$ cat src/rtl/ccb_pkg.sv
// shared types, constants and register codes for the clipped color-key blitter
`timescale 1ns / 1ps
package ccb_pkg;

  localparam int MAX_DIM_DEF = 4096;
  localparam int PIXEL_BITS  = 32;
  localparam int DIM_W       = 13;
  localparam int KEY_W       = 24;
  localparam int ADDR_W      = 24;
  localparam int BASE_W      = 25;
  localparam int CFG_IDX_W   = 3;
  localparam int CFG_DATA_W  = 24;

  localparam int QUEUE_DEPTH = 4;
  localparam int QPTR_W      = $clog2(QUEUE_DEPTH);
  localparam int QCNT_W      = $clog2(QUEUE_DEPTH + 1);

  localparam logic [CFG_IDX_W-1:0] REG_DEST_WIDTH    = 3'd0;
  localparam logic [CFG_IDX_W-1:0] REG_DEST_HEIGHT   = 3'd1;
  localparam logic [CFG_IDX_W-1:0] REG_POS_X         = 3'd2;
  localparam logic [CFG_IDX_W-1:0] REG_POS_Y         = 3'd3;
  localparam logic [CFG_IDX_W-1:0] REG_SPRITE_WIDTH  = 3'd4;
  localparam logic [CFG_IDX_W-1:0] REG_SPRITE_HEIGHT = 3'd5;
  localparam logic [CFG_IDX_W-1:0] REG_KEY_COLOR     = 3'd6;

  localparam logic [DIM_W-1:0] DEST_WIDTH_RST    = 13'd640;
  localparam logic [DIM_W-1:0] DEST_HEIGHT_RST   = 13'd480;
  localparam logic [DIM_W-1:0] POS_RST           = 13'd0;
  localparam logic [DIM_W-1:0] SPRITE_DIM_RST    = 13'd1;
  localparam logic [KEY_W-1:0] KEY_COLOR_RST     = 24'h000000;

  typedef struct packed {
    logic [DIM_W-1:0] dest_width;
    logic [DIM_W-1:0] dest_height;
    logic [DIM_W-1:0] pos_x;
    logic [DIM_W-1:0] pos_y;
    logic [DIM_W-1:0] sprite_width;
    logic [DIM_W-1:0] sprite_height;
    logic [KEY_W-1:0] key_color;
  } cfg_t;

  typedef struct packed {
    logic [PIXEL_BITS-1:0] pixel;
    logic                  start_req;
  } pix_beat_t;

  typedef struct packed {
    logic [ADDR_W-1:0]     write_addr;
    logic [PIXEL_BITS-1:0] write_data;
  } wr_beat_t;

  typedef struct packed {
    logic [DIM_W-1:0]      x;
    logic [DIM_W-1:0]      y;
    logic [PIXEL_BITS-1:0] pixel;
  } job_t;

  typedef struct packed {
    logic [QCNT_W-1:0] count;
    logic              full;
    logic              empty;
    logic              push;
    logic              pop;
  } q_stat_t;

endpackage

$ cat src/rtl/ccb_queue.sv
// small job queue between front and back end
`timescale 1ns / 1ps
module ccb_queue (
  input  logic             clk,
  input  logic             rst_n,
  input  logic             push,
  input  ccb_pkg::job_t    push_job,
  input  logic             pop_ready,
  output logic             pop_valid,
  output ccb_pkg::job_t    pop_job,
  output ccb_pkg::q_stat_t stat
);
  import ccb_pkg::*;

  job_t              slot_r [QUEUE_DEPTH];
  logic [QPTR_W-1:0] wr_ptr_r, wr_ptr_nxt, rd_ptr_r, rd_ptr_nxt;
  logic [QCNT_W-1:0] count_r, count_nxt;
  logic              pop;

  assign pop_valid = count_r != '0;
  assign pop       = pop_valid && pop_ready;
  assign pop_job   = slot_r[rd_ptr_r];

  always_comb begin
    wr_ptr_nxt = push ? QPTR_W'(wr_ptr_r + 1'b1) : wr_ptr_r;
    rd_ptr_nxt = pop ? QPTR_W'(rd_ptr_r + 1'b1) : rd_ptr_r;
    count_nxt  = count_r + QCNT_W'(push) - QCNT_W'(pop);
  end

  always_ff @(posedge clk) begin
    if (!rst_n) begin
      wr_ptr_r <= '0;
      rd_ptr_r <= '0;
      count_r  <= '0;
    end else begin
      wr_ptr_r <= wr_ptr_nxt;
      rd_ptr_r <= rd_ptr_nxt;
      count_r  <= count_nxt;
    end
  end

  always_ff @(posedge clk) begin
    if (push) begin
      slot_r[wr_ptr_r] <= push_job;
    end
  end

  assign stat.count = count_r;
  assign stat.full  = count_r == QCNT_W'(QUEUE_DEPTH);
  assign stat.empty = !pop_valid;
  assign stat.push  = push;
  assign stat.pop   = pop;

endmodule

$ cat config.mk
export PLATFORM = sky130hd
export DESIGN_NAME = ccb_queue
export DESIGN_NICKNAME = d
export VERILOG_FILES = /design/src/rtl/ccb_pkg.sv /design/src/rtl/ccb_queue.sv
export SDC_FILE = /design/constraint.sdc
export NUM_CORES = 1
export LEC_CHECK = 0
export BUFFER_PORTS_ARGS = -buffer_cell sky130_fd_sc_hd__buf_4
export CAP_MARGIN = 25
export CORE_MARGIN = 2
export CORE_UTILIZATION = 45
export CTS_CLUSTER_DIAMETER = 80
export CTS_CLUSTER_SIZE = 40
export DETAILED_ROUTE_END_ITERATION = 7
export PLACE_DENSITY = 0.65
export SYNTH_ARGS = -nofsm -noshare
export SYNTH_HDL_FRONTEND = slang
export SYNTH_SLANG_ARGS = --single-unit
$ cat constraint.sdc
create_clock -name clk -period 7 [get_ports clk]
set_input_delay 1.4 -clock clk [delete_from_list [all_inputs] [get_ports clk]]
set_output_delay 1.4 -clock clk [all_outputs]
set_load 0.02 [all_outputs]
==> metrics.md <==
| Metric | Value |
|---|---|
| Status | finished clean |
| Max VDD drop | 187.2 uV |
| DRC violations left | 0 |
| Post-DRT Antenna Nets | 0 |
| Design Area, Final | 0.01041 mm^2 |
| Crit path DAT | 2.68 ns |
| First-pass GRT wire length | around 22 mm |
| DIE HEIGHT | between 100 and 150 um |
| CTS tree | done |
| Clock Power Share | between 20% and 30% |
| Die ar. | 0.02089 mm^2 |
| Layout cells sized above 1 | between 40% and 50% |
| CTS clk-pin slew, worst paths | ~0.12 ns |
| DRT met1 WL | between 6 and 7 mm |
| Final max-slew violation count | 0 |
| RePlAce Congestion | 0.6681 |
| Number of fill cells | 1549 |
| Sequential area share after synthesis | 80.42% |
| Total grt overflow | 0 |
| NetSw | 889.2 uW |
| Post-CTS setup repair buffer count | 0 |
| Final TNS setup | 0 ns |
| Post-CTS sizing | 0 |
| R2R Setup Slk | between 4 and 5 ns |
| Yosys reg bits | 241 |
| Largest area contributor in the netlist | edfxtp_1 |
| Cts hold-fix bufs | 0 |
| Fin crit share | between 50% and 60% |
| Reg power frac | 53.3% |
| Layout area overhead | 17.16% |
| Pwr dens | 312.5 mW/mm^2 |
| Top sig layer | met4 |
| Fmax | 0.2453 GHz |
| Die Wd | 144.5 um |
| Placeable Area | about 0.019 mm^2 |
| I/O Buffers | between 100 and 150 |
| Worst Tran Pin Value | 0.9230 ns |
| CTS root buffer | clkbuf_16 |
| Clock sinks | roughly 240 |
| DPL Wire Length | around 8.6 mm |
| WP data required | 5.60 ns |
| Detail Route met2 WL | 7.221 mm |
| Int Power | 2365 uW |
| Critical Path End | pop_job[17] |
| RSZ-0062 raised after global routing | false |
| Starting DRT DRC Count | 223 |
| Worst min path class | flip-flop to flip-flop |
| Worst reg-to-reg path cell count | 7 |
| GR Util All Layers | 14.33% |
| Cells after Synth | 351 |
| Initial Util | 45.81% |
| DR vias/cell | 5.155 |
| Comb pwr share | roughly a quarter |
| Top post-synthesis cells by count | 232 x edfxtp_1, 58 x mux4_2, 9 x dfxtp_1 |
| Final Hold Viols | 0 |
| DRT Wirelength | 14.98 mm |
| Synthesized Nets | 420 |
| Final Critical Period | between 4 and 5 ns |
| FF-to-FF Start | count_r[0]$_SDFF_PN0_ |
| Fraction of synthesis flops using an asynchronous set or reset pin | 0% |
| CP Class | flip-flop to primary output |
| CTS H-Tree Depth | 1 |
| Reg area | 0.007154 mm^2 |
| Vias post-DR | 3851 |
| Total CTS buffers | 11 |
| Net Sw Frac | 27.33% |
| EDFF count, synth | between 200 and 250 |
| Area share of the largest cell type after synthesis | 78.39% |
| Max Cap Viol | 0 |
| Synth Cell Area | 0.008887 mm^2 |
| Vias in the first global route | ~4000 |
| Crit. End Element | primary output |
| Post-synth cell types | 22 |
| DR pass1 iterations | 4 |
| Area occupied by multi-input gates | 0.001589 mm^2 |
| Io pins | 128 |
| Crit start category | flip-flop |
| Lkg Pwr | 0.003470 uW |
| Synthesized area per cell | around 25 um^2 |
| Max-slew headroom | about two fifths |
| Initial antenna violation count | 0 |
| Post-Place Cell Area | 0.01006 mm^2 |
| Setup violators final | 0 |
| Most common cell in the netlist | edfxtp_1 |
| Synth area leaders | edfxtp_1 78%, mux4_2 15%, dfxtp_1 2.0% |
| R2r endpoint | count_r[2]$_SDFF_PN0_ |
| Nets | 546 |
| Yosys warnings | 0 |
| Row cnt | 51 |
| Met3 wire len | 1.084 mm |
| CTS Buffer Depth | 3 |
| Skew-Pair Late Insertion Delay | between 0.4 and 0.5 ns |
| Worst Skew | between 0.02 and 0.03 ns |
| Post-synth top flop | edfxtp_1 |
| Largest net degree at the start of global routing | 59 |
| Crit Path Max Fanout | 39 |
| Routed len/inst | 20.05 um |
per-stage QoR:
| step | worst slack [ns] | power, uW | hold slack (ns) | utilization (%) | std cells |
|---|---|---|---|---|---|
| 2_1_floorplan | 3.805 | 2278 | 0.4489 | - | 351 |
| 3_3_place_gp | 3.357 | 2545 | 0.4532 | 51.87 | 729 |
| 3_5_place_dp | 3.340 | 2562 | 0.4736 | 51.87 | 729 |
| 4_1_cts | 2.813 | 3302 | 0.4957 | 53.66 | 746 |
| 5_1_grt | 2.680 | 3397 | 0.5406 | 53.66 | 746 |
| 6_report | 2.923 | 3254 | 0.4918 | 53.68 | 747 |
worst min path at each step:
stage | startpoint | endpoint | slack, ns | cells past startpoint
after CTS | rd_ptr_r[1]$_SDFFE_PN0P_ | flip-flop | 0.50 | 2
after floorplan | rd_ptr_r[1]$_SDFFE_PN0P_ | flip-flop | 0.45 | 2
final | rd_ptr_r[1]$_SDFFE_PN0P_ | flip-flop | 0.49 | 2
after global placement | rd_ptr_r[1]$_SDFFE_PN0P_ | flip-flop | 0.45 | 2
after detailed placement | rd_ptr_r[1]$_SDFFE_PN0P_ | flip-flop | 0.47 | 2
after global routing | rd_ptr_r[1]$_SDFFE_PN0P_ | flip-flop | 0.54 | 2
power groups by stage:
| stage | logic [uW] | registers [uW] | clock network (uW) |
|---|---|---|---|
| 2_1_floorplan | 554 | 1720 | 0 |
| 3_3_place_gp | 778 | 1770 | 0 |
| 3_5_place_dp | 791 | 1770 | 0 |
| 4_1_cts | 793 | 1740 | 771 |
| 5_1_grt | 833 | 1750 | 815 |
| 6_report | 774 | 1730 | 746 |
layout by cell type (no fill, tap or decap):
cell	count
dfxtp_4	2
nor2b_1	1
clkbuf_16	11
and2_1	4
inv_8	2
mux4_2	58
mux2i_1	4
or3_1	1
o311ai_0	1
xor2_1	1
xnor3_1	1
ha_1	6
fa_1	1
nand2b_1	2
and2_4	4
clkinv_8	2
and3_1	1
inv_1	7
dfxtp_1	7
buf_4	128
nand2_1	2
clkinv_4	1
diode_2	1
inv_6	1
o31a_1	1
edfxtp_1	232
sequential cells by signal, indices dropped and copies added (netlist names), named ones only:
register,count
slot_r,232
count_r,3
rd_ptr_r,2
wr_ptr_r,2
metal layers:
metal | vias to the layer above | GRT usage [%]
li1 | 1719 | -
met1 | 2011 | 19.52
met2 | 109 | 23.80
met3 | 12 | 3.907
met4 | 0 | 2.453
met5 | - | 0
kinds of logic after synthesis:
family / synth area share, %
compound gates: 0.1971
fa+ha+maj: 1.070
simple gates: 0.9997
mux: 15.15
buf+inv: 1.816
xor+xnor: 0.3520
flops: 80.42
layout make-up:
cell class                      instances  share of cell area [%]
Clock inverter                          6                  0.6969
Multi-Input combinational cell         88                   15.26
Tap cell                              265                   3.184
Inverter                                7                  0.2523
Clock buffer                           11                   2.644
Antenna cell                            1                 0.02403
Timing Repair Buffer                  128                   9.229
Sequential cell                       241                   68.71
worst max-delay path, stage by stage (launching register included):
cell	delay, ns
dfxtp_4	0.63
buf_4	0.70
mux4_2	0.64
buf_4	0.18
(Power assumes the default switching activity.)
