## config.mk

```make
export PLATFORM = sky130hd
export DESIGN_NAME = ccb_back_flat
export DESIGN_NICKNAME = d
export VERILOG_FILES = /design/src/rtl/ccb_pkg.sv /design/src/rtl/ccb_stream_if.sv /design/src/rtl/ccb_back.sv /design/src/flat_wrapper.sv
export SDC_FILE = /design/constraint.sdc
export NUM_CORES = 1
export LEC_CHECK = 0
export BUFFER_PORTS_ARGS = -buffer_cell sky130_fd_sc_hd__buf_2
export CELL_PAD_IN_SITES_DETAIL_PLACEMENT = 1
export CELL_PAD_IN_SITES_GLOBAL_PLACEMENT = 1
export CORE_MARGIN = 5
export CORE_UTILIZATION = 10
export CTS_BUF_LIST = sky130_fd_sc_hd__clkbuf_8
export CTS_CLUSTER_SIZE = 16
export DETAILED_ROUTE_END_ITERATION = 7
export PLACE_DENSITY_LB_ADDON = 0.12
export SLEW_MARGIN = 20
export SYNTH_ARGS = -nofsm -noshare
export SYNTH_HDL_FRONTEND = slang
export SYNTH_SLANG_ARGS = --single-unit
export TNS_END_PERCENT = 20
```

## constraint.sdc

```tcl
create_clock -name clk -period 0.9 [get_ports clk]
set_input_delay 0.18 -clock clk [delete_from_list [all_inputs] [get_ports clk]]
set_output_delay 0.18 -clock clk [all_outputs]
set_load 0.005 [all_outputs]
```

## src/rtl/ccb_pkg.sv

```systemverilog
// shared types, constants and register codes for the clipped color-key blitter
`timescale 1ns / 1ps
package ccb_pkg;

  localparam int MAX_DIM_DEF = 4096;
  localparam int PIXEL_BITS  = 32;
  localparam int DIM_W       = 13;
  localparam int KEY_W       = 24;
  localparam int ADDR_W      = 24;
  localparam int BASE_W      = 25;
  localparam int CFG_IDX_W   = 3;
  localparam int CFG_DATA_W  = 24;

  localparam int QUEUE_DEPTH = 4;
  localparam int QPTR_W      = $clog2(QUEUE_DEPTH);
  localparam int QCNT_W      = $clog2(QUEUE_DEPTH + 1);

  localparam logic [CFG_IDX_W-1:0] REG_DEST_WIDTH    = 3'd0;
  localparam logic [CFG_IDX_W-1:0] REG_DEST_HEIGHT   = 3'd1;
  localparam logic [CFG_IDX_W-1:0] REG_POS_X         = 3'd2;
  localparam logic [CFG_IDX_W-1:0] REG_POS_Y         = 3'd3;
  localparam logic [CFG_IDX_W-1:0] REG_SPRITE_WIDTH  = 3'd4;
  localparam logic [CFG_IDX_W-1:0] REG_SPRITE_HEIGHT = 3'd5;
  localparam logic [CFG_IDX_W-1:0] REG_KEY_COLOR     = 3'd6;

  localparam logic [DIM_W-1:0] DEST_WIDTH_RST    = 13'd640;
  localparam logic [DIM_W-1:0] DEST_HEIGHT_RST   = 13'd480;
  localparam logic [DIM_W-1:0] POS_RST           = 13'd0;
  localparam logic [DIM_W-1:0] SPRITE_DIM_RST    = 13'd1;
  localparam logic [KEY_W-1:0] KEY_COLOR_RST     = 24'h000000;

  typedef struct packed {
    logic [DIM_W-1:0] dest_width;
    logic [DIM_W-1:0] dest_height;
    logic [DIM_W-1:0] pos_x;
    logic [DIM_W-1:0] pos_y;
    logic [DIM_W-1:0] sprite_width;
    logic [DIM_W-1:0] sprite_height;
    logic [KEY_W-1:0] key_color;
  } cfg_t;

  typedef struct packed {
    logic [PIXEL_BITS-1:0] pixel;
    logic                  start_req;
  } pix_beat_t;

  typedef struct packed {
    logic [ADDR_W-1:0]     write_addr;
    logic [PIXEL_BITS-1:0] write_data;
  } wr_beat_t;

  typedef struct packed {
    logic [DIM_W-1:0]      x;
    logic [DIM_W-1:0]      y;
    logic [PIXEL_BITS-1:0] pixel;
  } job_t;

  typedef struct packed {
    logic [QCNT_W-1:0] count;
    logic              full;
    logic              empty;
    logic              push;
    logic              pop;
  } q_stat_t;

endpackage

```

## src/rtl/ccb_stream_if.sv

```systemverilog
// valid/ready stream interface with a typed payload
`timescale 1ns / 1ps
interface ccb_stream_if #(
  parameter type T = logic
);
  logic valid;
  logic ready;
  T     data;

  modport source (output valid, output data, input ready);
  modport sink   (input valid, input data, output ready);
endinterface

```

## src/rtl/ccb_back.sv

```systemverilog
// back end: row base multiply, address add and output register
`timescale 1ns / 1ps
module ccb_back (
  input  logic           clk,
  input  logic           rst_n,
  input  logic [12:0]    dest_width,
  input  logic           job_valid,
  input  ccb_pkg::job_t  job,
  output logic           job_ready,
  ccb_stream_if.source   out_wr
);
  import ccb_pkg::*;

  logic                  a_v_r;
  logic [BASE_W-1:0]     base_r;
  logic [DIM_W-1:0]      ax_r;
  logic [PIXEL_BITS-1:0] apix_r;
  logic [2*DIM_W-1:0]    prod;
  logic [BASE_W-1:0]     addr_sum;
  logic                  o_v_r;
  wr_beat_t              o_beat_r;
  logic                  b_ready;

  assign b_ready   = !o_v_r || out_wr.ready;
  assign job_ready = !a_v_r || b_ready;
  assign prod      = job.y * dest_width;
  assign addr_sum  = base_r + BASE_W'(ax_r);

  // multiply stage
  always_ff @(posedge clk) begin
    if (!rst_n) begin
      a_v_r <= 1'b0;
    end else if (job_ready) begin
      a_v_r <= job_valid;
    end
  end

  always_ff @(posedge clk) begin
    if (job_ready) begin
      base_r <= prod[BASE_W-1:0];
      ax_r   <= job.x;
      apix_r <= job.pixel;
    end
  end

  // output stage
  always_ff @(posedge clk) begin
    if (!rst_n) begin
      o_v_r <= 1'b0;
    end else if (b_ready) begin
      o_v_r <= a_v_r;
    end
  end

  always_ff @(posedge clk) begin
    if (b_ready) begin
      o_beat_r.write_addr <= addr_sum[ADDR_W-1:0];
      o_beat_r.write_data <= apix_r;
    end
  end

  assign out_wr.valid = o_v_r;
  assign out_wr.data  = o_beat_r;

endmodule

```

## src/flat_wrapper.sv

```systemverilog
// flat-port wrapper written by rule: the top's interface ports become plain ports
module ccb_back_flat import ccb_pkg::*;
  (clk, rst_n, dest_width, job_valid, job, job_ready, out_wr_valid, out_wr_data, out_wr_ready);
  ccb_stream_if out_wr_i ();
  input  logic clk;
  input  logic rst_n;
  input  logic [12:0] dest_width;
  input  logic job_valid;
  input  ccb_pkg::job_t job;
  output logic job_ready;
  output wire logic [$bits(out_wr_i.valid)-1:0] out_wr_valid;
  output wire logic [$bits(out_wr_i.data)-1:0] out_wr_data;
  input wire logic [$bits(out_wr_i.ready)-1:0] out_wr_ready;
  assign out_wr_valid = out_wr_i.valid;
  assign out_wr_data = out_wr_i.data;
  assign out_wr_i.ready = out_wr_ready;
  ccb_back u_core (.clk(clk), .rst_n(rst_n), .dest_width(dest_width), .job_valid(job_valid), .job(job), .job_ready(job_ready), .out_wr(out_wr_i));
endmodule
```

==> results of run 1 <==
per-stage QoR:
stage           util  hold WS (ns)
2_1_floorplan      -         0.279
3_3_place_gp   0.149         0.364
3_5_place_dp   0.149         0.371
4_1_cts        0.197         0.140
5_1_grt        0.199         0.141
6_report       0.199         0.143
critical path: cells and delay by family (launching register included):
family / cells / cell delay, ns
buffers and inverters: 1 / 0.12
and+or+nand+nor: 2 / 0.20
DFF: 1 / 0.31
cell families after synthesis:
| logic type | after synthesis | synth area share |
|---|---|---|
| simple gates | 4 | 0.172 |
| flops | 4 | 0.690 |
| compound gates | 2 | 0.112 |
| buf+inv | 1 | 0.0258 |
final cells by class:
| class | count | area (sq um) | area share |
|---|---|---|---|
| Clock buffer | 3 | 41.3 | 0.156 |
| Clock inverter | 1 | 3.75 | 0.0142 |
| Inverter | 1 | 6.26 | 0.0236 |
| Multi-Input combinational cell | 6 | 43.8 | 0.165 |
| Sequential cell | 4 | 101 | 0.382 |
| Tap cell | 15 | 18.8 | 0.0708 |
| Timing Repair Buffer | 9 | 50.0 | 0.189 |
sequential cells by signal, summed over array words and instances (netlist names):
register             cells
u_core.apix_r            1
u_core.out_wr.valid      1
u_core.out_wr.data       1
u_core.a_v_r             1
placed cells by master (no fill, tap or decap), types with 2 or more instances in the layout:
cell type and n:
buf_2 7, clkbuf_8 3, nand2_1 2, buf_4 2, edfxtp_1 2
where the power goes:
part           internal, mW  switching, mW
combinational        0.0204         0.0151
clock                 0.291         0.0972
sequential            0.205        0.00443
what timing repair did:
item                                    4_1_cts  5_1_grt
gates resized for setup                       2        1
endpoints found under the setup margin        1        4
buffers inserted                              2        0
hold buffers                                  0        0
per-layer routing:
metal	routed length, microns	part of all wire	up-vias	GRT usage
li1	-	-	62	-
met1	125	0.36	51	0.0375
met2	135	0.39	8	0.0501
met3	60	0.17	4	0.0664
met4	25	0.072	0	0.0645
met5	0	0	-	0
final timing paths:
| kind | to | slack (ns) | cells after the start |
|---|---|---|---|
| max | job_ready | -0.13 | 3 |
| min reg2reg | u_core.out_wr.data | 0.42 | 0 |
| min | u_core.apix_r[0] | 0.14 | 1 |
| max reg2reg | u_core.out_wr.data | 0.01 | 3 |
==> results.cfg, run 1 <==
[status]
status = finished with violations
violations = setup timing

[clock_tree]
clkTransAtPathRegs_ns = 0.03
cts_inserted_buffers = 3
cts_buffer_depth = 2
root_buffer = clkbuf_8
cts.sinks = 4
htree_levels = 1
clk_latency_ns = 0.22
cts_tree = done

[grt]
grt_pass1_wl_microns = 572
overflow = 0
gr-usage-all-layers = 0.0497
grt_pass1_vias = 139
antenna_found_initial = 0
grt_max_degree = 4

[floorplan]
die_y_microns = 48.1
fp.dieW_microns = 48.1
num_io_pins = 78
rows = 13
dieArea_sq_um = 2310
coreArea_sq_um = 1330
initial_core_util = 0.109

[place]
placed_cells = 33
gp_congestion = 0.694
io_buffers = 7
place_area_sq_um = 199
dp_hpwl_microns = 275
place_ws_ns = 0.00882

[worst_setup_path]
slowest_delay_ns = 0.31
rr_startpoint = u_core.out_wr.valid
critPathKind = register to output port
critPathLaunchType = register
critPathArrivalTime_ns = 0.85
critPathSlowestCell = dfxtp_2
end_kind = output port
path_cells = nor2b_4 > nand2_2 > buf_2
critical_path_required_ns = 0.72
critPathMaxFanout = 2
startpoint = u_core.out_wr.valid

[routing]
vias_per_cell = 3.21
dr_total_vias = 125
drt_iter0_drc = 2
wire_per_inst_microns = 8.87
drc = 0
dr.pass1.iters = 4
wl_microns = 346
ant_nets = 0

[sta]
setup_tns_ns = -0.130
rsz0062_at_grt = true
setup_ws_ns = -0.130
hold_viol_final = 0
slew_headroom = 0.924
tightestPinTransition_ns = 0.113
setup_viol = 1
min_period_over_period = 1.14
finalCriticalPeriod_ns = 1.03
fmax_mhz = 971
fin_worst_skew_ns = 0.00496
slew_violations = 0

[finish]
n_antenna_cell = 0
design_area_sq_um = 265
nets = 100
fin_cells = 39
areaGrowthSynthToFinish_pct = 82.8
drive_above_1_share = 0.708
nFillCells = 164

[synth]
synth.top_cell.area_share = 0.414
synth_nets = 86
async_flop_share = 0
synth_area_leaders = edfxtp_1 (41%), dfxtp_1 (28%), nor2b_4 (9.5%)
yosysMostFrequentCell = nand2_1
ys_seq_area_frac = 0.690
synth_edf_count = 2
synth_cells = 11
ys.flop_type = edfxtp_1
synth.distinct_cells = 7
syn_avg_cell_area_sq_um = 13.2
synth_commonest_cells = nand2_1 (3), dfxtp_1 (2), edfxtp_1 (2)
netlist_area_sq_um = 145
synth_seq_cells = 4
ys_warn_count = 0
yosysTopAreaCell = edfxtp_1

[pwr]
leakage_nw = 0.117
finalPower_mw = 0.633
vdd_ir_drop_max_mv = 0.684
powerDensity_nw_per_um2 = 2390

[min_path]
min_path_type = input pin to register
min_from = job[0]

[run]
maxCapViolCount = 0
(Power assumes the default switching activity.)
==> inputs of run 2 (changes only) <==
ABC_AREA = 1   (was not set)
==> run 2 against run 1 <==
The run still ends with setup timing left. Highest routed layer is now met3. Clock power fell by 5.2%. Utilization fell by 1.1 points. Die area fell by 3.4%. Cell area fell by 8.0%. Sequential share of layout area rose by 3.8 points. Largest cell class unchanged. Combinational power fell by 26%. Sequential cell count did not move. Sequential power barely moved.
==> results.cfg, run 2 <==
[clock_tree]
htree_levels = 1
clkTransAtPathRegs_ns = 0.03
cts-hold-fix-buffers = 0
clk_latency_ns = 0.21
cts_tree = done
cts_buffer_depth = 2
root_buffer = clkbuf_8
cts_inserted_buffers = 3
cts.sinks = 4

[synth]
synth_area_leaders = edfxtp_1 (43%), dfxtp_1 (29%), inv_1 (11%)
ys_seq_area_frac = 0.721
ys_warn_count = 0
synth_nets = 87
synth.distinct_cells = 6
synth_cells = 12
synth_commonest_cells = inv_1 (4), a21oi_1 (2), dfxtp_1 (2), edfxtp_1 (2)
synth.top_cell.area_share = 0.432
synth_seq_cells = 4
yosysMostFrequentCell = inv_1
async_flop_share = 0
synth_edf_count = 2
netlist_area_sq_um = 139
syn_avg_cell_area_sq_um = 11.6
yosysTopAreaCell = edfxtp_1
ys.flop_type = edfxtp_1

[routing]
dr.pass1.iters = 1
wire_per_inst_microns = 8.18
ant_nets = 0
dr_total_vias = 118
wl_microns = 311
vias_per_cell = 3.11
drc = 0
drt_iter0_drc = 0

[floorplan]
num_io_pins = 78
dieArea_sq_um = 2230
initial_core_util = 0.107
coreArea_sq_um = 1300
die_y_microns = 47.3
fp.dieW_microns = 47.3
rows = 13

[grt]
grt_pass1_vias = 131
grt_max_degree = 4
overflow = 0
gr-usage-all-layers = 0.0324
antenna_found_initial = 0
grt_pass1_wl_microns = 455

[finish]
n_antenna_cell = 0
fin_cells = 38
areaGrowthSynthToFinish_pct = 75.7
nFillCells = 158
final_common_cell = buf_2
nets = 100
drive_above_1_share = 0.609
final_cell_mix = buf_2 (7), inv_1 (4), clkbuf_8 (3)

[sta]
fin_worst_skew_ns = 0.00115
fmax_mhz = 1090
min_period_over_period = 1.02
setup_tns_ns = -0.0216
setup_viol = 1
finalCriticalPeriod_ns = 0.922
slew_violations = 0
slew_headroom = 0.937
hold_viol_final = 0
rsz0062_at_grt = true
timing.hold.ws_ns = 0.145
setup_ws_ns = -0.0216
tightestPinTransition_ns = 0.0945

[place]
dp_hpwl_microns = 250
placed_cells = 34
place_ws_ns = 0.123
io_buffers = 7
gp_congestion = 0.594

[worst_setup_path]
rr_startpoint = u_core.a_v_r
startpoint = u_core.a_v_r
critical_path_required_ns = 0.72
critPathLaunchType = register
critPathMaxFanout = 2
end_kind = output port
critPathArrivalTime_ns = 0.74
critPathKind = register to output port
r2r_slack_ns = 0.13

[pwr]
leakage_nw = 0.114
finalPower_mw = 0.605
vdd_ir_drop_max_mv = 1.10
powerDensity_nw_per_um2 = 2480

[min_path]
min_path_type = input pin to register
min_from = job[0]

[status]
status = finished with violations
violations = setup timing

[run]
maxCapViolCount = 0
-- run 2: cell count changes after synthesis, sizes merged --
cell,before,now
inv,1,4
nand3,0,1
nand2,3,1
o21a,1,0
a21oi,0,2
o21ai,1,0
nor2b,1,0
-- run 2: stage by stage --
| step | util | instance area (sq um) |
|---|---|---|
| 2_1_floorplan | - | 139 |
| 3_3_place_gp | 0.148 | 193 |
| 3_5_place_dp | 0.148 | 193 |
| 4_1_cts | 0.187 | 243 |
| 5_1_grt | 0.188 | 244 |
| 6_report | 0.188 | 244 |
-- run 2: worst max-delay path: stages, from the launching register on --
cell	delay [ns]
dfxtp_2	0.32
nand3_2	0.08
buf_2	0.13
-- run 2: cell families after synthesis --
group	after synthesis	synth area share
flip-flops	4	0.721
buffers and inverters	4	0.108
AND/OR/NAND/NOR	2	0.0991
AO/OA/AOI/OAI	2	0.0721
-- run 2: final timing paths --
path / to / cells past startpoint
min reg2reg: u_core.out_wr.data / 0
min: u_core.apix_r[0] / 1
max reg2reg: u_core.apix_r[0] / 2
max: job_ready / 2
-- run 2: where the power goes --
group | internal [mW] | total (mW) | switching (mW)
clock | 0.284 | 0.368 | 0.0841
sequential | 0.205 | 0.210 | 0.00488
combinational | 0.0144 | 0.0262 | 0.0118
total | 0.504 | 0.605 | 0.101
-- run 2: area by class of cell --
type                            count  area [sq um]  area share
Inverter                            4          15.0      0.0615
Tap cell                           15          18.8      0.0769
Clock buffer                        3          41.3       0.169
Sequential cell                     4           103       0.421
Timing Repair Buffer                8          42.5       0.174
Multi-Input combinational cell      4          23.8      0.0974
-- run 2: per-layer routing --
metal / wire [microns] / GRT usage / up-vias
met3: 66 / 0.0536 / 0
met5: 0 / 0 / -
met1: 139 / 0.0317 / 49
met2: 105 / 0.0374 / 10
met4: 0 / 0 / 0
li1: - / - / 59
-- run 2: repair_timing --
item	CTS	global route
hold endpoints to repair	0	0
setup endpoints to repair	1	1
setup buffers	1	0
gates resized for setup	1	1
pin swaps	1	1
==> inputs of run 3 (changes only) <==
BUFFER_PORTS_ARGS = not set   (was -buffer_cell sky130_fd_sc_hd__buf_2)
CORE_AREA = 5 5 42 44   (was not set)
CORE_MARGIN = not set   (was 5)
CORE_UTILIZATION = not set   (was 10)
DIE_AREA = 0 0 47 49   (was not set)
DONT_BUFFER_PORTS = 1   (was not set)
==> run 3 against run 2 <==
The run now ends clean. Critical path depth is 1 lower. Final cell count is 16% lower. Sequential cell count stayed put. Via count is 18% lower. Utilization is 3.5 points lower. Largest cell class unchanged. Count of clock-buffer cells in the layout stayed put. Non-clock buffer count is 8 lower. Critical path type unchanged. Register-to-register slack better by 0.05 ns. Combinational power is 55% lower. Clock power is 7.1% higher. Critical endpoint unchanged.
==> results.cfg, run 3 (synthesized netlist as in run 2, its figures left out) <==
[status]
status = complete, no violations

[routing]
wl_microns = 312
wire_per_inst_microns = 9.75
ant_nets = 0
vias_per_cell = 3.03
dr.pass1.iters = 2
dr_total_vias = 97
drc = 0
drt_iter0_drc = 3

[sta]
fmax_mhz = 1160
setup_ws_ns = 0.0374
fin_worst_skew_ns = 0.00479
tightestPinTransition_ns = 0.121
setup_viol = 0
finalCriticalPeriod_ns = 0.863
slew_violations = 0
min_period_over_period = 0.958
slew_headroom = 0.920
setup_tns_ns = 0
rsz0062_at_grt = false
hold_viol_final = 0
timing.hold.ws_ns = 0.0545

[pwr]
vdd_ir_drop_max_mv = 0.671
powerDensity_nw_per_um2 = 2900
power.share.combinational = 0.019
clockPowerShare = 0.635
internal_power_mw = 0.501
swShare = 0.191
finalPower_mw = 0.620
p_sw_mw = 0.118
leakage_nw = 0.0886
power_frac_seq = 0.346

[worst_setup_path]
startpoint = u_core.out_wr.valid
path_cells = nand3_4
critPathSlowestCell = dfxtp_2
r2r_slack_ns = 0.18
end_kind = output port
r2r_end = u_core.apix_r[0]
critPathMaxFanout = 3
cp-endpoint = job_ready
crit_buf_inv = 0
critical_path_required_ns = 0.72
slowest_delay_ns = 0.36
critPathKind = register to output port
rr_startpoint = u_core.out_wr.valid
cp_top_family = flip-flops
rr_worst_depth = 1
critPathLaunchType = register
critPathArrivalTime_ns = 0.68
crit_cells = 1

[place]
dp_hpwl_microns = 248
place_ws_ns = 0.111
io_buffers = 0
gp_congestion = 0.545

[clock_tree]
htree_levels = 1
cts_buffer_depth = 2
post_cts_buffers = 0
cts_inserted_buffers = 3
cts-hold-fix-buffers = 0
root_buffer = clkbuf_8
clkTransAtPathRegs_ns = 0.04
clk_latency_ns = 0.22
cts_tree = done
cts.sinks = 4

[finish]
nFillCells = 172
n_antenna_cell = 0
final_common_cell = inv_1
nets = 92
final_cell_mix = inv_1 (5), clkbuf_8 (3), a21oi_1 (2), dfxtp_2 (2), edfxtp_1 (2)
seq_area_sq_um = 103
multiInputGateArea_sq_um = 31.3
utilization = 0.153
drive_above_1_share = 0.375
areaGrowthSynthToFinish_pct = 54.1

[grt]
grt_pass1_wl_microns = 441
antenna_found_initial = 0
overflow = 0
grt_pass1_vias = 103
met3_usage = 0.0590
grt_max_degree = 4
top_usage_layer = met3
grtUsageMet1 = 0.0398
grtUsageMet2 = 0.0226
gr-usage-all-layers = 0.0353

[floorplan]
num_io_pins = 78
dieArea_sq_um = 2300
die_y_microns = 49
initial_core_util = 0.0991
coreArea_sq_um = 1400
fp.dieW_microns = 47
rows = 14

[min_path]
min_path_type = input pin to register

[run]
maxCapViolCount = 0
[run 3: layout make-up]
cell class | instances | share of cell area
clock buffers | 3 | 0.193
clock inverters | 1 | 0.0175
inverters | 4 | 0.0702
multi-input cells | 4 | 0.146
flip-flops and latches | 4 | 0.480
well taps | 16 | 0.0936
[run 3: metal layers]
layer / routed length, microns / share of wire
met5: 0 / 0
met4: 0 / 0
met3: 58 / 0.19
met2: 85 / 0.27
met1: 168 / 0.54
[run 3: how the worst min path moves through the flow]
stage	from	end	slack (ns)	cells past startpoint
global placement	job[0]	u_core.apix_r[0]	0.28	0
CTS	job[0]	u_core.apix_r[0]	0.05	0
detailed placement	job[0]	u_core.apix_r[0]	0.28	0
finish	job[0]	u_core.apix_r[0]	0.05	0
floorplan	job[0]	u_core.apix_r[0]	0.28	0
global route	job[0]	u_core.apix_r[0]	0.04	0
[run 3: power by group through the flow]
stage	combinational [mW]	sequential, mW	clock (mW)
2_1_floorplan	0.00875	0.212	0
3_3_place_gp	0.0107	0.214	0
3_5_place_dp	0.0109	0.214	0
4_1_cts	0.0110	0.212	0.409
5_1_grt	0.0137	0.215	0.431
6_report	0.0119	0.214	0.394
[run 3: what timing repair did]
item                                    4_1_cts  5_1_grt
hold endpoints to repair                      0        0
pin swaps                                     0        1
gates resized for setup                       1        2
endpoints found under the setup margin        1        1
cloned                                        0        0
[run 3: per-stage QoR]
step / instance area, sq um / cells
floorplan: 139 / 12
global placement: 159 / 28
detailed placement: 159 / 28
CTS: 205 / 32
global route: 214 / 32
finish: 214 / 32
